<file path="config.mk">
export PLATFORM = sky130hd
export DESIGN_NAME = latency_window_upper_bound_flat
export DESIGN_NICKNAME = d
export VERILOG_FILES = /design/src/hw/rtl/lwub_pkg.sv /design/src/hw/rtl/lwub_req_if.sv /design/src/hw/rtl/lwub_rsp_if.sv /design/src/hw/rtl/lwub_csr_if.sv /design/src/hw/rtl/lwub_ram.sv /design/src/hw/rtl/lwub_div.sv /design/src/hw/rtl/lwub_sqrt.sv /design/src/hw/rtl/latency_window_upper_bound.sv /design/src/flat_wrapper.sv
export SDC_FILE = /design/constraint.sdc
export NUM_CORES = 2
export LEC_CHECK = 0
export BUFFER_PORTS_ARGS = -buffer_cell sky130_fd_sc_hd__buf_4
export CAP_MARGIN = 20
export CORE_MARGIN = 2
export CORE_UTILIZATION = 50
export CTS_CLUSTER_SIZE = 30
export DETAILED_ROUTE_END_ITERATION = 16
export PLACE_DENSITY = 0.64
export SYNTH_ARGS = -nofsm -noshare
export SYNTH_HDL_FRONTEND = slang
export SYNTH_SLANG_ARGS = --single-unit
</file>
<file path="constraint.sdc">
create_clock -name clock -period 21.7 [get_ports clock]
set_input_delay 1.085 -clock clock [delete_from_list [all_inputs] [get_ports clock]]
set_output_delay 1.085 -clock clock [all_outputs]
set_load 0.005 [all_outputs]
</file>
<file path="src/hw/rtl/lwub_pkg.sv">
`timescale 1ns / 1ps
`default_nettype none
// ----------------------------------------------------------------------------
// Latency window upper bound: shared definitions
// Widths, codes, state encoding and unit request/response structs used by
// the channel interfaces and every module of the block but the generic RAM.
// ----------------------------------------------------------------------------
package lwub_pkg;

   // Sample window
   localparam int WINDOW_DEPTH = 32;
   localparam int IDX_W        = $clog2(WINDOW_DEPTH);
   localparam int CNT_W        = $clog2(WINDOW_DEPTH + 1);

   // Datapath widths
   localparam int TIME_W  = 32;
   localparam int FLOOR_W = 20;
   localparam int SUM_W   = TIME_W + CNT_W;
   localparam int SQ_W    = 2 * TIME_W;
   localparam int ACC_W   = SQ_W + CNT_W;
   localparam int ROOT_W  = SQ_W / 2;

   // Shared divider and square root unit sizing
   localparam int DIV_W       = ACC_W;
   localparam int DIV_CNT_W   = $clog2(DIV_W + 1);
   localparam int SQRT_STEPS  = ROOT_W;
   localparam int SQRT_CNT_W  = $clog2(SQRT_STEPS + 1);

   localparam logic [FLOOR_W-1:0] FLOOR_RESET = FLOOR_W'(10000);

   // Transaction codes
   localparam logic REQ_SEND  = 1'b0;
   localparam logic REQ_REPLY = 1'b1;

   localparam logic STATUS_OK       = 1'b0;
   localparam logic STATUS_NO_PROBE = 1'b1;

   // Sequencer states
   typedef enum logic [2:0] {
      ST_IDLE,
      ST_WRITE,
      ST_SUM,
      ST_MEAN_DIV,
      ST_VAR,
      ST_VAR_DIV,
      ST_SQRT,
      ST_OUTPUT
   } lwub_state_type;

   typedef struct packed {
      logic               start;
      logic [DIV_W-1:0]   dividend;
      logic [CNT_W-1:0]   divisor;
   } lwub_div_req_type;

   typedef struct packed {
      logic               done;
      logic [DIV_W-1:0]   quotient;
      logic [CNT_W-1:0]   remainder;
   } lwub_div_rsp_type;

   typedef struct packed {
      logic               start;
      logic [SQ_W-1:0]    radicand;
   } lwub_sqrt_req_type;

   typedef struct packed {
      logic               done;
      logic [ROOT_W-1:0]  root;
   } lwub_sqrt_rsp_type;

endpackage
`default_nettype wire

</file>
<file path="src/hw/rtl/lwub_req_if.sv">
`timescale 1ns / 1ps
`default_nettype none
// ----------------------------------------------------------------------------
// Request channel
// Probe send and probe reply transactions into the block.
// ----------------------------------------------------------------------------
interface lwub_req_if;
   import lwub_pkg::*;

   logic              valid;
   logic              ready;
   logic              req_type;
   logic [TIME_W-1:0] now_time;
   logic [TIME_W-1:0] reply_stamp;

   modport source (output valid, output req_type, output now_time, output reply_stamp,
                   input ready);
   modport sink   (input valid, input req_type, input now_time, input reply_stamp,
                   output ready);
endinterface
`default_nettype wire

</file>
<file path="src/hw/rtl/lwub_rsp_if.sv">
`timescale 1ns / 1ps
`default_nettype none
// ----------------------------------------------------------------------------
// Response channel
// One transaction per probe reply: latencies, bound and status.
// ----------------------------------------------------------------------------
interface lwub_rsp_if;
   import lwub_pkg::*;

   logic                     valid;
   logic                     ready;
   logic signed [TIME_W-1:0] one_way;
   logic signed [TIME_W-1:0] round_trip;
   logic signed [TIME_W-1:0] upper_bound;
   logic                     status;

   modport source (output valid, output one_way, output round_trip, output upper_bound,
                   output status, input ready);
   modport sink   (input valid, input one_way, input round_trip, input upper_bound,
                   input status, output ready);
endinterface
`default_nettype wire

</file>
<file path="src/hw/rtl/lwub_csr_if.sv">
`timescale 1ns / 1ps
`default_nettype none
// ----------------------------------------------------------------------------
// Configuration write channel
// Carries the bound floor register value.
// ----------------------------------------------------------------------------
interface lwub_csr_if;
   import lwub_pkg::*;

   logic               valid;
   logic               ready;
   logic [FLOOR_W-1:0] bound_floor_us;

   modport source (output valid, output bound_floor_us, input ready);
   modport sink   (input valid, input bound_floor_us, output ready);
endinterface
`default_nettype wire

</file>
<file path="src/hw/rtl/lwub_ram.sv">
`timescale 1ns / 1ps
`default_nettype none
// ----------------------------------------------------------------------------
// Generic single-port-write RAM
// One write port, one read port, read data registered.
// ----------------------------------------------------------------------------
module lwub_ram #(
   parameter int WIDTH = 32,
   parameter int DEPTH = 32
) (
   input  logic                     clock,
   input  logic                     wr_en,
   input  logic [$clog2(DEPTH)-1:0] wr_addr,
   input  logic [WIDTH-1:0]         wr_data,
   input  logic                     rd_en,
   input  logic [$clog2(DEPTH)-1:0] rd_addr,
   output logic [WIDTH-1:0]         rd_data
);

   logic [WIDTH-1:0] mem [DEPTH];
   logic [WIDTH-1:0] rd_data_ff;

   // Write, then register the read word
   always_ff @(posedge clock) begin
      if (wr_en) begin
         mem[wr_addr] <= wr_data;
      end
      if (rd_en) begin
         rd_data_ff <= mem[rd_addr];
      end
   end

   assign rd_data = rd_data_ff;

endmodule
`default_nettype wire

</file>
<file path="src/hw/rtl/lwub_div.sv">
`timescale 1ns / 1ps
`default_nettype none
// ----------------------------------------------------------------------------
// Shared restoring divider
// Unsigned dividend by a small unsigned divisor, one quotient bit per cycle.
// ----------------------------------------------------------------------------
module lwub_div (
   input  logic                      clock,
   input  logic                      reset,
   input  lwub_pkg::lwub_div_req_type div_req,
   output lwub_pkg::lwub_div_rsp_type div_rsp
);
   import lwub_pkg::*;

   logic                 busy_ff;
   logic                 done_ff;
   logic [DIV_CNT_W-1:0] cnt_ff;
   logic [DIV_W-1:0]     quo_ff;
   logic [CNT_W-1:0]     rem_ff;
   logic [CNT_W-1:0]     dvs_ff;

   logic [CNT_W:0]       rem_sh;
   logic                 take;
   logic [CNT_W:0]       rem_in;

   // Trial subtraction of one step
   assign rem_sh = {rem_ff, quo_ff[DIV_W-1]};
   assign take   = (rem_sh >= {1'b0, dvs_ff});
   assign rem_in = take ? (rem_sh - {1'b0, dvs_ff}) : rem_sh;

   // Control
   always_ff @(posedge clock) begin
      if (reset) begin
         busy_ff <= 1'b0;
         done_ff <= 1'b0;
         cnt_ff  <= '0;
      end else begin
         done_ff <= 1'b0;
         if (div_req.start) begin
            busy_ff <= 1'b1;
            cnt_ff  <= DIV_CNT_W'(DIV_W);
         end else if (busy_ff) begin
            cnt_ff <= cnt_ff - 1'b1;
            if (cnt_ff == DIV_CNT_W'(1)) begin
               busy_ff <= 1'b0;
               done_ff <= 1'b1;
            end
         end
      end
   end

   // Shift dividend out, quotient in
   always_ff @(posedge clock) begin
      if (div_req.start) begin
         quo_ff <= div_req.dividend;
         rem_ff <= '0;
         dvs_ff <= div_req.divisor;
      end else if (busy_ff) begin
         quo_ff <= {quo_ff[DIV_W-2:0], take};
         rem_ff <= rem_in[CNT_W-1:0];
      end
   end

   assign div_rsp.done      = done_ff;
   assign div_rsp.quotient  = quo_ff;
   assign div_rsp.remainder = rem_ff;

   a_start_when_free: assert property (@(posedge clock) disable iff (reset)
      div_req.start |-> !busy_ff)
      else $error("divider started while busy");

   a_done_ends_busy: assert property (@(posedge clock) disable iff (reset)
      done_ff |-> !busy_ff && $past(busy_ff))
      else $error("divider done without a finished operation");

   a_nonzero_divisor: assert property (@(posedge clock) disable iff (reset)
      div_req.start |-> (div_req.divisor != '0))
      else $error("divider started with zero divisor");

endmodule
`default_nettype wire

</file>
<file path="src/hw/rtl/lwub_sqrt.sv">
`timescale 1ns / 1ps
`default_nettype none
// ----------------------------------------------------------------------------
// Integer square root
// Floor square root, two radicand bits and one root bit per cycle.
// ----------------------------------------------------------------------------
module lwub_sqrt (
   input  logic                       clock,
   input  logic                       reset,
   input  lwub_pkg::lwub_sqrt_req_type sqrt_req,
   output lwub_pkg::lwub_sqrt_rsp_type sqrt_rsp
);
   import lwub_pkg::*;

   logic                  busy_ff;
   logic                  done_ff;
   logic [SQRT_CNT_W-1:0] cnt_ff;
   logic [SQ_W-1:0]       rad_ff;
   logic [ROOT_W-1:0]     root_ff;
   logic [ROOT_W+1:0]     rem_ff;

   logic [ROOT_W+2:0]     rem_sh;
   logic [ROOT_W+2:0]     trial;
   logic                  take;
   logic [ROOT_W+2:0]     rem_in;

   // One digit of the root
   assign rem_sh = {rem_ff[ROOT_W:0], rad_ff[SQ_W-1 -: 2]};
   assign trial  = {1'b0, root_ff, 2'b01};
   assign take   = (rem_sh >= trial);
   assign rem_in = take ? (rem_sh - trial) : rem_sh;

   // Control
   always_ff @(posedge clock) begin
      if (reset) begin
         busy_ff <= 1'b0;
         done_ff <= 1'b0;
         cnt_ff  <= '0;
      end else begin
         done_ff <= 1'b0;
         if (sqrt_req.start) begin
            busy_ff <= 1'b1;
            cnt_ff  <= SQRT_CNT_W'(SQRT_STEPS);
         end else if (busy_ff) begin
            cnt_ff <= cnt_ff - 1'b1;
            if (cnt_ff == SQRT_CNT_W'(1)) begin
               busy_ff <= 1'b0;
               done_ff <= 1'b1;
            end
         end
      end
   end

   // Advance radicand, remainder and root
   always_ff @(posedge clock) begin
      if (sqrt_req.start) begin
         rad_ff  <= sqrt_req.radicand;
         root_ff <= '0;
         rem_ff  <= '0;
      end else if (busy_ff) begin
         rad_ff  <= {rad_ff[SQ_W-3:0], 2'b00};
         root_ff <= {root_ff[ROOT_W-2:0], take};
         rem_ff  <= rem_in[ROOT_W+1:0];
      end
   end

   assign sqrt_rsp.done = done_ff;
   assign sqrt_rsp.root = root_ff;

   a_start_when_free: assert property (@(posedge clock) disable iff (reset)
      sqrt_req.start |-> !busy_ff)
      else $error("square root started while busy");

   a_done_ends_busy: assert property (@(posedge clock) disable iff (reset)
      done_ff |-> !busy_ff && $past(busy_ff))
      else $error("square root done without a finished operation");

   a_rem_bounded: assert property (@(posedge clock) disable iff (reset)
      busy_ff |-> (rem_ff[ROOT_W+1] == 1'b0))
      else $error("square root remainder exceeds twice the root");

endmodule
`default_nettype wire

</file>
<file path="src/hw/rtl/latency_window_upper_bound.sv">
`timescale 1ns / 1ps
`default_nettype none
// ----------------------------------------------------------------------------
// Latency window upper bound
// Tracks probe send times, turns replies into one-way and round-trip
// latencies and bounds the one-way latency over a sliding window by
// mean plus two standard deviations, raised to at least the bound floor.
// ----------------------------------------------------------------------------
// A send transaction leaves the block idle and ready for the next request.
// A reply without a pending probe goes straight to the output state. A reply to a
// pending probe writes its sample into the window RAM and then walks the
// newest n samples (n up to WINDOW_DEPTH) twice through the RAM's single read
// port, once for the sum and once for the squared deviations, runs the shared
// divider twice, over the DIV_W = 70 quotient bits each time, and the square
// root unit once before the result load, which is held back while the previous
// result still waits to be collected. The result sits in an output register,
// so a new request is taken while it waits to be collected. No clearing pass
// is needed after reset.
// ----------------------------------------------------------------------------
module latency_window_upper_bound (
   input  logic              clock,
   input  logic              reset,
   lwub_req_if.sink          req_ch,
   lwub_rsp_if.source        rsp_ch,
   lwub_csr_if.sink          csr_ch
);
   import lwub_pkg::*;

   localparam logic signed [TIME_W-1:0] BOUND_MAX = {1'b0, {(TIME_W-1){1'b1}}};

   // Sequencer
   lwub_state_type state_ff, state_in;

   // Architectural state
   logic [FLOOR_W-1:0]       floor_ff;
   logic [IDX_W-1:0]         wr_idx_ff;
   logic [CNT_W-1:0]         fill_ff;
   logic                     pending_ff;
   logic [TIME_W-1:0]        send_time_ff;
   logic signed [TIME_W-1:0] last_bound_ff;

   // Working registers of one reply
   logic [TIME_W-1:0]        sample_ff;
   logic [TIME_W-1:0]        rt_ff;
   logic                     err_ff;
   logic [CNT_W-1:0]         rd_cnt_ff;
   logic                     rd_vld_ff;
   logic                     ad_vld_ff;
   logic                     sq_vld_ff;
   logic signed [SUM_W-1:0]  sum_ff;
   logic signed [TIME_W-1:0] mean_ff;
   logic [TIME_W-1:0]        ad_ff;
   logic [SQ_W-1:0]          sq_ff;
   logic [ACC_W-1:0]         acc_ff;

   // Result register
   logic                     rsp_valid_ff;
   logic signed [TIME_W-1:0] one_way_ff;
   logic signed [TIME_W-1:0] round_trip_ff;
   logic signed [TIME_W-1:0] upper_bound_ff;
   logic                     status_ff;

   // Control
   logic                     req_acc;
   logic                     rsp_free;
   logic                     issue;
   logic                     sum_done;
   logic                     var_done;
   logic                     req_ready;
   logic                     ram_we;
   logic                     rsp_load;
   logic [TIME_W-1:0]        ram_rdata;

   // Datapath helpers
   logic [SUM_W-1:0]         sum_mag;
   logic [TIME_W:0]          mean_q;
   logic [TIME_W:0]          mean_in;
   logic [TIME_W:0]          dev;
   logic [TIME_W:0]          dev_abs;
   logic [SQ_W-1:0]          sq_in;
   logic [TIME_W+2:0]        bound_wide;
   logic signed [TIME_W-1:0] bound_in;
   logic signed [TIME_W-1:0] floor_s;
   logic signed [TIME_W-1:0] upper_in;

   lwub_div_req_type         div_req;
   lwub_div_rsp_type         div_rsp;
   lwub_sqrt_req_type        sqrt_req;
   lwub_sqrt_rsp_type        sqrt_rsp;

   // Sample window memory
   lwub_ram #(
      .WIDTH (TIME_W),
      .DEPTH (WINDOW_DEPTH)
   ) u_ring (
      .clock   (clock),
      .wr_en   (ram_we),
      .wr_addr (wr_idx_ff),
      .wr_data (sample_ff),
      .rd_en   (issue),
      .rd_addr (rd_cnt_ff[IDX_W-1:0]),
      .rd_data (ram_rdata)
   );

   lwub_div u_div (
      .clock   (clock),
      .reset   (reset),
      .div_req (div_req),
      .div_rsp (div_rsp)
   );

   lwub_sqrt u_sqrt (
      .clock    (clock),
      .reset    (reset),
      .sqrt_req (sqrt_req),
      .sqrt_rsp (sqrt_rsp)
   );

   // Handshake and pass status
   assign req_acc  = req_ch.valid && req_ready;
   assign rsp_free = !rsp_valid_ff || rsp_ch.ready;
   assign issue    = ((state_ff == ST_SUM) || (state_ff == ST_VAR)) && (rd_cnt_ff != fill_ff);
   assign sum_done = (state_ff == ST_SUM) && (rd_cnt_ff == fill_ff) && !rd_vld_ff;
   assign var_done = (state_ff == ST_VAR) && (rd_cnt_ff == fill_ff) && !rd_vld_ff
                     && !ad_vld_ff && !sq_vld_ff;

   // Next state
   always_comb begin
      state_in = state_ff;
      unique case (state_ff)
         ST_IDLE: begin
            if (req_acc && (req_ch.req_type == REQ_REPLY)) begin
               state_in = pending_ff ? ST_WRITE : ST_OUTPUT;
            end
         end
         ST_WRITE: begin
            state_in = ST_SUM;
         end
         ST_SUM: begin
            if (sum_done) begin
               state_in = ST_MEAN_DIV;
            end
         end
         ST_MEAN_DIV: begin
            if (div_rsp.done) begin
               state_in = ST_VAR;
            end
         end
         ST_VAR: begin
            if (var_done) begin
               state_in = ST_VAR_DIV;
            end
         end
         ST_VAR_DIV: begin
            if (div_rsp.done) begin
               state_in = ST_SQRT;
            end
         end
         ST_SQRT: begin
            if (sqrt_rsp.done) begin
               state_in = ST_OUTPUT;
            end
         end
         ST_OUTPUT: begin
            if (rsp_free) begin
               state_in = ST_IDLE;
            end
         end
         default: begin
            state_in = ST_IDLE;
         end
      endcase
   end

   // Sequencer outputs
   always_comb begin
      req_ready = 1'b0;
      ram_we    = 1'b0;
      rsp_load  = 1'b0;
      unique case (state_ff)
         ST_IDLE:   req_ready = 1'b1;
         ST_WRITE:  ram_we    = 1'b1;
         ST_OUTPUT: rsp_load  = rsp_free;
         default: begin
            req_ready = 1'b0;
         end
      endcase
   end

   // Divider and square root requests
   assign sum_mag          = sum_ff[SUM_W-1] ? SUM_W'(-sum_ff) : SUM_W'(sum_ff);
   assign div_req.start    = sum_done || var_done;
   assign div_req.dividend = (state_ff == ST_SUM) ? {{(DIV_W-SUM_W){1'b0}}, sum_mag}
                                                  : DIV_W'(acc_ff);
   assign div_req.divisor  = fill_ff;
   assign sqrt_req.start    = (state_ff == ST_VAR_DIV) && div_rsp.done;
   assign sqrt_req.radicand = div_rsp.quotient[SQ_W-1:0];

   // Floored mean: negate the magnitude quotient, one lower when inexact
   assign mean_q  = div_rsp.quotient[TIME_W:0];
   assign mean_in = sum_ff[SUM_W-1]
                    ? ((~mean_q) + {{TIME_W{1'b0}}, (div_rsp.remainder == '0)})
                    : mean_q;

   // Absolute deviation and its square
   assign dev     = {ram_rdata[TIME_W-1], ram_rdata} - {mean_ff[TIME_W-1], mean_ff};
   assign dev_abs = dev[TIME_W] ? (~dev + 1'b1) : dev;
   assign sq_in   = ad_ff * ad_ff;

   // Mean plus twice sigma, saturated to the signed range
   assign bound_wide = {{3{mean_ff[TIME_W-1]}}, mean_ff} + {2'b00, sqrt_rsp.root, 1'b0};
   assign bound_in   = (!bound_wide[TIME_W+2] && (bound_wide[TIME_W+1:TIME_W-1] != '0))
                       ? BOUND_MAX : $signed(bound_wide[TIME_W-1:0]);

   // Apply the floor register
   assign floor_s  = $signed({{(TIME_W-FLOOR_W){1'b0}}, floor_ff});
   assign upper_in = (last_bound_ff > floor_s) ? last_bound_ff : floor_s;

   // Control state
   always_ff @(posedge clock) begin
      if (reset) begin
         state_ff      <= ST_IDLE;
         floor_ff      <= FLOOR_RESET;
         wr_idx_ff     <= '0;
         fill_ff       <= '0;
         pending_ff    <= 1'b0;
         send_time_ff  <= '0;
         last_bound_ff <= '0;
         rd_cnt_ff     <= '0;
         rd_vld_ff     <= 1'b0;
         ad_vld_ff     <= 1'b0;
         sq_vld_ff     <= 1'b0;
         rsp_valid_ff  <= 1'b0;
      end else begin
         state_ff  <= state_in;
         rd_vld_ff <= issue;
         ad_vld_ff <= rd_vld_ff && (state_ff == ST_VAR);
         sq_vld_ff <= ad_vld_ff;

         // Load the floor register on a configuration write
         if (csr_ch.valid) begin
            floor_ff <= csr_ch.bound_floor_us;
         end

         // Record sends, retire the pending probe on a reply
         if (req_acc) begin
            if (req_ch.req_type == REQ_SEND) begin
               send_time_ff <= req_ch.now_time;
               pending_ff   <= 1'b1;
            end else begin
               pending_ff <= 1'b0;
            end
         end

         // Advance the ring pointer and fill level
         if (ram_we) begin
            wr_idx_ff <= (wr_idx_ff == IDX_W'(WINDOW_DEPTH - 1)) ? '0 : wr_idx_ff + 1'b1;
            if (fill_ff != CNT_W'(WINDOW_DEPTH)) begin
               fill_ff <= fill_ff + 1'b1;
            end
         end

         // Read counter: restart for each pass
         if (ram_we || ((state_ff == ST_MEAN_DIV) && div_rsp.done)) begin
            rd_cnt_ff <= '0;
         end else if (issue) begin
            rd_cnt_ff <= rd_cnt_ff + 1'b1;
         end

         if ((state_ff == ST_SQRT) && sqrt_rsp.done) begin
            last_bound_ff <= bound_in;
         end

         // Result register
         if (rsp_load) begin
            rsp_valid_ff <= 1'b1;
         end else if (rsp_ch.ready) begin
            rsp_valid_ff <= 1'b0;
         end
      end
   end

   // Payload registers
   always_ff @(posedge clock) begin
      if (req_acc && (req_ch.req_type == REQ_REPLY)) begin
         err_ff    <= !pending_ff;
         sample_ff <= pending_ff ? (req_ch.reply_stamp - send_time_ff) : '0;
         rt_ff     <= pending_ff ? (req_ch.now_time - send_time_ff) : '0;
      end

      if (ram_we) begin
         sum_ff <= '0;
         acc_ff <= '0;
      end else begin
         if (rd_vld_ff && (state_ff == ST_SUM)) begin
            sum_ff <= sum_ff + {{(SUM_W-TIME_W){ram_rdata[TIME_W-1]}}, ram_rdata};
         end
         if (sq_vld_ff) begin
            acc_ff <= acc_ff + {{(ACC_W-SQ_W){1'b0}}, sq_ff};
         end
      end

      if ((state_ff == ST_MEAN_DIV) && div_rsp.done) begin
         mean_ff <= mean_in[TIME_W-1:0];
      end

      if (rd_vld_ff) begin
         ad_ff <= dev_abs[TIME_W-1:0];
      end
      if (ad_vld_ff) begin
         sq_ff <= sq_in;
      end

      if (rsp_load) begin
         one_way_ff     <= sample_ff;
         round_trip_ff  <= rt_ff;
         upper_bound_ff <= upper_in;
         status_ff      <= err_ff ? STATUS_NO_PROBE : STATUS_OK;
      end
   end

   assign req_ch.ready       = req_ready;
   assign csr_ch.ready       = 1'b1;
   assign rsp_ch.valid       = rsp_valid_ff;
   assign rsp_ch.one_way     = one_way_ff;
   assign rsp_ch.round_trip  = round_trip_ff;
   assign rsp_ch.upper_bound = upper_bound_ff;
   assign rsp_ch.status      = status_ff;

   a_fill_bounded: assert property (@(posedge clock) disable iff (reset)
      fill_ff <= CNT_W'(WINDOW_DEPTH))
      else $error("fill level beyond window depth");

   a_reply_clears_pending: assert property (@(posedge clock) disable iff (reset)
      req_acc && (req_ch.req_type == REQ_REPLY) |=> !pending_ff)
      else $error("reply left the probe pending");

   a_div_done_in_wait: assert property (@(posedge clock) disable iff (reset)
      div_rsp.done |-> (state_ff == ST_MEAN_DIV) || (state_ff == ST_VAR_DIV))
      else $error("divider result arrived outside a divide state");

   a_sqrt_done_in_wait: assert property (@(posedge clock) disable iff (reset)
      sqrt_rsp.done |-> (state_ff == ST_SQRT))
      else $error("square root result arrived outside its state");

   a_error_fields_zero: assert property (@(posedge clock) disable iff (reset)
      rsp_valid_ff && (status_ff == STATUS_NO_PROBE) |->
         (one_way_ff == '0) && (round_trip_ff == '0))
      else $error("error transaction carries latency values");

endmodule
`default_nettype wire

</file>
<file path="src/flat_wrapper.sv">
// flat-port wrapper written by rule: the top's interface ports become plain ports
module latency_window_upper_bound_flat import lwub_pkg::*;
  (clock, reset, req_ch_valid, req_ch_req_type, req_ch_now_time, req_ch_reply_stamp, req_ch_ready, rsp_ch_valid, rsp_ch_one_way, rsp_ch_round_trip, rsp_ch_upper_bound, rsp_ch_status, rsp_ch_ready, csr_ch_valid, csr_ch_bound_floor_us, csr_ch_ready);
  lwub_req_if req_ch_i ();
  lwub_rsp_if rsp_ch_i ();
  lwub_csr_if csr_ch_i ();
  input  logic clock;
  input  logic reset;
  input wire logic [$bits(req_ch_i.valid)-1:0] req_ch_valid;
  input wire logic [$bits(req_ch_i.req_type)-1:0] req_ch_req_type;
  input wire logic [$bits(req_ch_i.now_time)-1:0] req_ch_now_time;
  input wire logic [$bits(req_ch_i.reply_stamp)-1:0] req_ch_reply_stamp;
  output wire logic [$bits(req_ch_i.ready)-1:0] req_ch_ready;
  output wire logic [$bits(rsp_ch_i.valid)-1:0] rsp_ch_valid;
  output wire logic [$bits(rsp_ch_i.one_way)-1:0] rsp_ch_one_way;
  output wire logic [$bits(rsp_ch_i.round_trip)-1:0] rsp_ch_round_trip;
  output wire logic [$bits(rsp_ch_i.upper_bound)-1:0] rsp_ch_upper_bound;
  output wire logic [$bits(rsp_ch_i.status)-1:0] rsp_ch_status;
  input wire logic [$bits(rsp_ch_i.ready)-1:0] rsp_ch_ready;
  input wire logic [$bits(csr_ch_i.valid)-1:0] csr_ch_valid;
  input wire logic [$bits(csr_ch_i.bound_floor_us)-1:0] csr_ch_bound_floor_us;
  output wire logic [$bits(csr_ch_i.ready)-1:0] csr_ch_ready;
  assign req_ch_i.valid = req_ch_valid;
  assign req_ch_i.req_type = req_ch_req_type;
  assign req_ch_i.now_time = req_ch_now_time;
  assign req_ch_i.reply_stamp = req_ch_reply_stamp;
  assign req_ch_ready = req_ch_i.ready;
  assign rsp_ch_valid = rsp_ch_i.valid;
  assign rsp_ch_one_way = rsp_ch_i.one_way;
  assign rsp_ch_round_trip = rsp_ch_i.round_trip;
  assign rsp_ch_upper_bound = rsp_ch_i.upper_bound;
  assign rsp_ch_status = rsp_ch_i.status;
  assign rsp_ch_i.ready = rsp_ch_ready;
  assign csr_ch_i.valid = csr_ch_valid;
  assign csr_ch_i.bound_floor_us = csr_ch_bound_floor_us;
  assign csr_ch_ready = csr_ch_i.ready;
  latency_window_upper_bound u_core (.clock(clock), .reset(reset), .req_ch(req_ch_i), .rsp_ch(rsp_ch_i), .csr_ch(csr_ch_i));
endmodule
</file>
Word level (Yosys, flattened, before mapping)
Memory sizes are Yosys's and may differ from the RTL's. A register that Yosys moved wholly into a read port is not among the register bits. Cells that the tools add are included. W data, S select, Z words.

Flip-flop bits (word level): 735. Bits in writable memories: 1024. Input bits: 90. Output and inout bits: 100. Word-level logic and storage cells: 167. Memories kept: 1.

Memory list: u_core.u_ring.mem (depth 32, bits a word 32, rd ports 1, clocked after memory_dff 1, wr ports 1, RTL line lwub_ram.sv:20) `logic [WIDTH-1:0] mem [DEPTH];`.

$add $sub $neg: 16. Multiply operators: 1. Magnitude comparators: 3. Eq/ne operators: 20. Muxes and demuxes: 43. Bitwise gates (word level): 5. Reductions and logical operators: 39.

Operators with widths (count): $mux W70 (3); $mux W64 (2); $mux W32 (3); $add A70 B64 Y70 (1); $mul A32 B32 Y64 (1); $not A32 Y32 (2); $sub A32 B32 Y32 (2); $add A38 B38 Y38 (1); $mux W38 (1); $neg A38 Y38 (1); $add A32 B34 Y35 (1); $ge A35 B34 Y1 (1); $mux W33 (1); $sub A32 B32 Y33 (1); $sub A33 B33 Y33 (1); $add A32 B1 Y32 (1); $add A32 B1 Y32 const B (1); $gt A32 B21 Y1 (1); $mux W3 (8); $pmux W3 S8 (1); $mux W20 (1); $mux W6 (3); $mux W1 (17); $logic_and A1 B1 Y1 (15); 30 further kinds (57).

Depth between registers and ports, before layout
Word-level depth: 7. Mapped depth: 30. Mapped depth without buffers: 28.

Hierarchy
From an unflattened synthesis, not the netlist that was laid out.

Cells, all modules: 9896. Area, all modules: 113770.4 µm².

By module, submodules not included: latency_window_upper_bound (times used 1, cells each 6595, area each 61159.9 µm², sequential area each 13022.5 µm²); lwub_ram (times used 1, cells each 2260, area each 40812.9 µm², sequential area each 31710.4 µm²); lwub_sqrt (times used 1, cells each 765, area each 7677.4 µm², sequential area each 3383.2 µm²); lwub_div (times used 1, cells each 276, area each 4120.2 µm², sequential area each 2582.5 µm²).

Worst setup path after synthesis
Ideal clock, no wire load.

Path type: reg-to-reg. From: register u_core.ad_ff[2]. To: register u_core.sq_ff[54], data pin. Setup time: 268 ps. Data arrival time: 7470 ps. Data required time: 21432 ps. Setup slack: 13963 ps. Cell stages (with the launch flop): 28. Path buffers: 3. Period minus slack after synthesis: 7737 ps. Cell sequence: edfxtp_1 -> clkbuf_1 -> clkbuf_1 -> nand2_1 -> inv_1 -> fa_1 -> fa_1 -> inv_1 -> fa_1 -> fa_1 -> inv_1 -> fa_1 -> fa_1 -> fa_1 -> fa_1 -> ha_1 -> clkbuf_1 -> a21oi_1 -> o21ai_0 -> a31oi_1 -> o21ai_0 -> a31oi_1 -> o211ai_1 -> a21oi_1 -> o21ai_0 -> a2111oi_0 -> o21bai_1 -> xor2_1.

Longest elaborated chain between the ends: 1.

RTL lines: start: declaration (RTL line latency_window_upper_bound.sv:52) `logic [TIME_W-1:0] ad_ff;`; start signal: assignment (RTL line latency_window_upper_bound.sv:308) `ad_ff <= dev_abs[TIME_W-1:0];`; $mul A32 B32 Y64 (RTL line latency_window_upper_bound.sv:208) `assign sq_in = ad_ff * ad_ff;`; net u_core.sq_in[54] (RTL line latency_window_upper_bound.sv:80) `logic [SQ_W-1:0] sq_in;`; end signal: assignment (RTL line latency_window_upper_bound.sv:311) `sq_ff <= sq_in;`; end: declaration (RTL line latency_window_upper_bound.sv:53) `logic [SQ_W-1:0] sq_ff;`.

The timed path passes the listed nets, and every way through them passes these cells. A chain may end at the register's enable or synchronous reset.

Final worst setup path
From: register u_core.ad_ff[24]. To: register u_core.sq_ff[54], data pin.

Same word-level chain as after synthesis.

==> results.json <==
{
  "outcome": "complete, no violations",
  "synth_edf_count": 1485,
  "crit_fanout": 29,
  "path_class": "flip-flop to flip-flop",
  "fin_setup_tns_ps": 0,
  "dp_hpwl_um": 224000,
  "clk_pin_slew_ps": 60,
  "finalHoldViolations": 0,
  "reg2reg_to": "u_core.sq_ff[54]$_DFFE_PP_",
  "skew_ps": 94.7,
  "cts_made_buffers": 190,
  "grt_pass1_vias": 75439,
  "vias": 74178,
  "critPathTopFamily": "adder cells",
  "antenna_found_initial": 10,
  "synth_fa_ha_area_share_pct": 20.8,
  "grtUsageMet1_pct": 39.4,
  "worst_slew_pin_slew_ps": 1140,
  "avgViaCountPerCell": 5.86,
  "met2_usage_pct": 43.2,
  "htreeDepth": 4,
  "grt_setup_unrepaired": "no",
  "hold_slack_ps": 421,
  "grt_pass1_wl_um": 478000,
  "fp.dieW_um": 479,
  "yosys-top-cells-area": "edfxtp_1 39%, fa_1 14%, ha_1 6.7%",
  "crit_chain": "buf_4 > inv_1 > nor2_1 > inv_1 > fa_1 > inv_1 > fa_1 > fa_1 > fa_1 > fa_1 > fa_1 > fa_1 > fa_1 > ha_1 > a21oi_1 > o21ai_0 > a31oi_1 > o211ai_1 > a21oi_1 > o21ai_0 > a2111oi_0 > o21bai_1 > xor2_1",
  "synth.most_common_cell": "edfxtp_1",
  "ys_seq_area_share_pct": 44.9,
  "async_reset_ff_share_pct": 0,
  "synth_flop_cell": "edfxtp_1",
  "drt_first_pass_iters": 6,
  "r2r-start": "u_core.ad_ff[24]$_DFFE_PP_",
  "drive_above_1_share_pct": 12.1,
  "synth_top_area_share_pct": 39.4,
  "hold_path.class": "flip-flop to flip-flop",
  "critPathMostFrequentCell": "fa_1",
  "synth_cell_type_count": 121,
  "synth-simple-area-share_pct": 9.12,
  "postCtsHoldBufs": 0,
  "cp_num_buf_inv": 4,
  "cts_setup_buffers": 0,
  "critPathLaunchType": "flip-flop",
  "synth_area_leader_cell": "edfxtp_1",
  "grtUsageMet3_pct": 4.84,
  "max_freq_mhz": 111,
  "die-area_um2": 230000,
  "syn_nets": 10865,
  "coreArea_um2": 225000,
  "insertion_delay_ps": 880,
  "globalplace.congestion": 0.944,
  "initial_core_util_pct": 50.3,
  "drt-total-wl_um": 317000,
  "syn-cell-area_um2": 113000,
  "overflow": 0,
  "wire_per_inst_um": 25.0,
  "grt-busiest-layer": "met2",
  "fin_nets": 10982,
  "cts_resized": 0,
  "numPortBuffers": 188,
  "io-pin-count": 190,
  "final.min_clock_period_ps": 9010,
  "synthMuxAreaShare_pct": 8.12,
  "maxCapViolCount": 0,
  "synth_cells": 9375,
  "relSlewSlack_pct": 23.8,
  "fp-row-count": 174,
  "grt_usage_pct": 27.7,
  "synth-xor-area-share_pct": 3.12,
  "synth_compound_area_share_pct": 8.53,
  "min_from": "u_core.rt_ff[9]$_SDFFCE_PN0P_",
  "syn_to_final_growth_pct": 10.6,
  "syn_avg_cell_area_um2": 12.1,
  "cts_tree": "yes",
  "setup_viol": 0,
  "clockBufferDepth": 3,
  "die_y_um": 479,
  "first_iter_violations": 7562,
  "hold_depth": 0,
  "max_stage_delay_ps": 720,
  "post-route-util_pct": 55.7,
  "holdPathEnd": "u_core.rsp_ch.round_trip[9]$_DFFE_PP_",
  "grt_max_degree": 146,
  "synth_top_family_by_area": "adder cells",
  "crit_required_ps": 22290,
  "synth_seq_cells": 1790,
  "slowest_stage": "a2111oi_0",
  "period_share_pct": 41.5,
  "reg2reg_slack_ps": 12690,
  "postRouteAntennaNets": 0,
  "numClockSinks": 1790,
  "reg2reg_depth": 23,
  "drc": 0,
  "crit_arrival_ps": 9600,
  "root_buffer": "clkbuf_16",
  "synth_warnings": 0,
  "end_kind": "flip-flop",
  "netlist_top_cells_count": "1485 x edfxtp_1, 1212 x inv_1, 835 x nand2_1, 799 x fa_1, 601 x ha_1",
  "slew_viol_final": 0
}
state kept, by name, summed over array words and instances, names as in the netlist, 7 cells and up:
signal / count
u_core.rsp_ch.one_way: 32
u_core.send_time_ff: 32
u_core.floor_ff: 20
u_core.u_div.cnt_ff: 7
u_core.u_ring.rd_data: 32
u_core.sum_ff: 38
u_core.u_sqrt.rem_ff: 33
u_core.rsp_ch.round_trip: 32
u_core.acc_ff: 70
u_core.u_ring.mem: 1024
u_core.sq_ff: 63
u_core.u_div.quo_ff: 70
u_core.rt_ff: 32
u_core.ad_ff: 32
u_core.mean_ff: 32
u_core.last_bound_ff: 32
u_core.rsp_ch.upper_bound: 32
u_core.sample_ff: 32
u_core.u_sqrt.root_ff: 32
u_core.u_sqrt.rad_ff: 64
cells by family (layout without fill, tap and decap cells):
group                    after synthesis  after routing
other                                  2              7
buffers and inverters               1618           1904
AND/OR/NAND/NOR                     2152           2152
adder cells (fa/ha/maj)             1400           1400
flip-flops                          1790           1790
multiplexers                         510            510
XOR/XNOR                             403            403
AO/OA/AOI/OAI                       1500           1500
layout by cell type (no fill, tap or decap), types with 296 or more instances in the layout:
cell type	instances
nor2_1	408
buf_4	310
fa_1	799
ha_1	601
nand2_1	833
inv_1	1211
a21oi_1	484
edfxtp_1	1485
dfxtp_1	296
mux4_2	320
o21ai_0	321
stage by stage:
stage               setup WS (ps)  instances  instance area [um2]
floorplan                   13960       9375               113000
global placement            12960      12273               118000
detailed placement          12920      12274               118000
CTS                         12850      12635               125000
global route                12080      12653               125000
finish                      12690      12658               125000
metal layers:
layer,routed length [um],share of wire (%)
met3,24700,7.8
met2,145000,46
met1,135000,43
met5,70,0.022
met4,11500,3.6
area by class of cell:
class	instances	area (um2)
Fill cell	18586	99600
Multi-Input combinational cell	5967	56500
Sequential cell	1790	50700
Clock buffer	218	4890
Inverter	1213	4550
Tap cell	2992	3740
Timing Repair Buffer	330	2830
Clock inverter	143	1760
Antenna cell	5	12.5
worst max path at each step:
stage	startpoint	end	slack [ps]	depth (start not counted)
2_1_floorplan	u_core.ad_ff[2]$_DFFE_PP_	u_core.sq_ff[54]$_DFFE_PP_	13960	27
3_3_place_gp	u_core.ad_ff[24]$_DFFE_PP_	u_core.sq_ff[54]$_DFFE_PP_	12960	23
3_5_place_dp	u_core.ad_ff[16]$_DFFE_PP_	u_core.sq_ff[54]$_DFFE_PP_	12920	25
4_1_cts	u_core.ad_ff[16]$_DFFE_PP_	u_core.sq_ff[54]$_DFFE_PP_	12850	25
5_1_grt	u_core.ad_ff[16]$_DFFE_PP_	u_core.sq_ff[54]$_DFFE_PP_	12080	25
6_report	u_core.ad_ff[24]$_DFFE_PP_	u_core.sq_ff[54]$_DFFE_PP_	12690	23
Power is not shown: default switching activity piles up to over one toggle a cycle in this logic, so the estimate is an artifact.
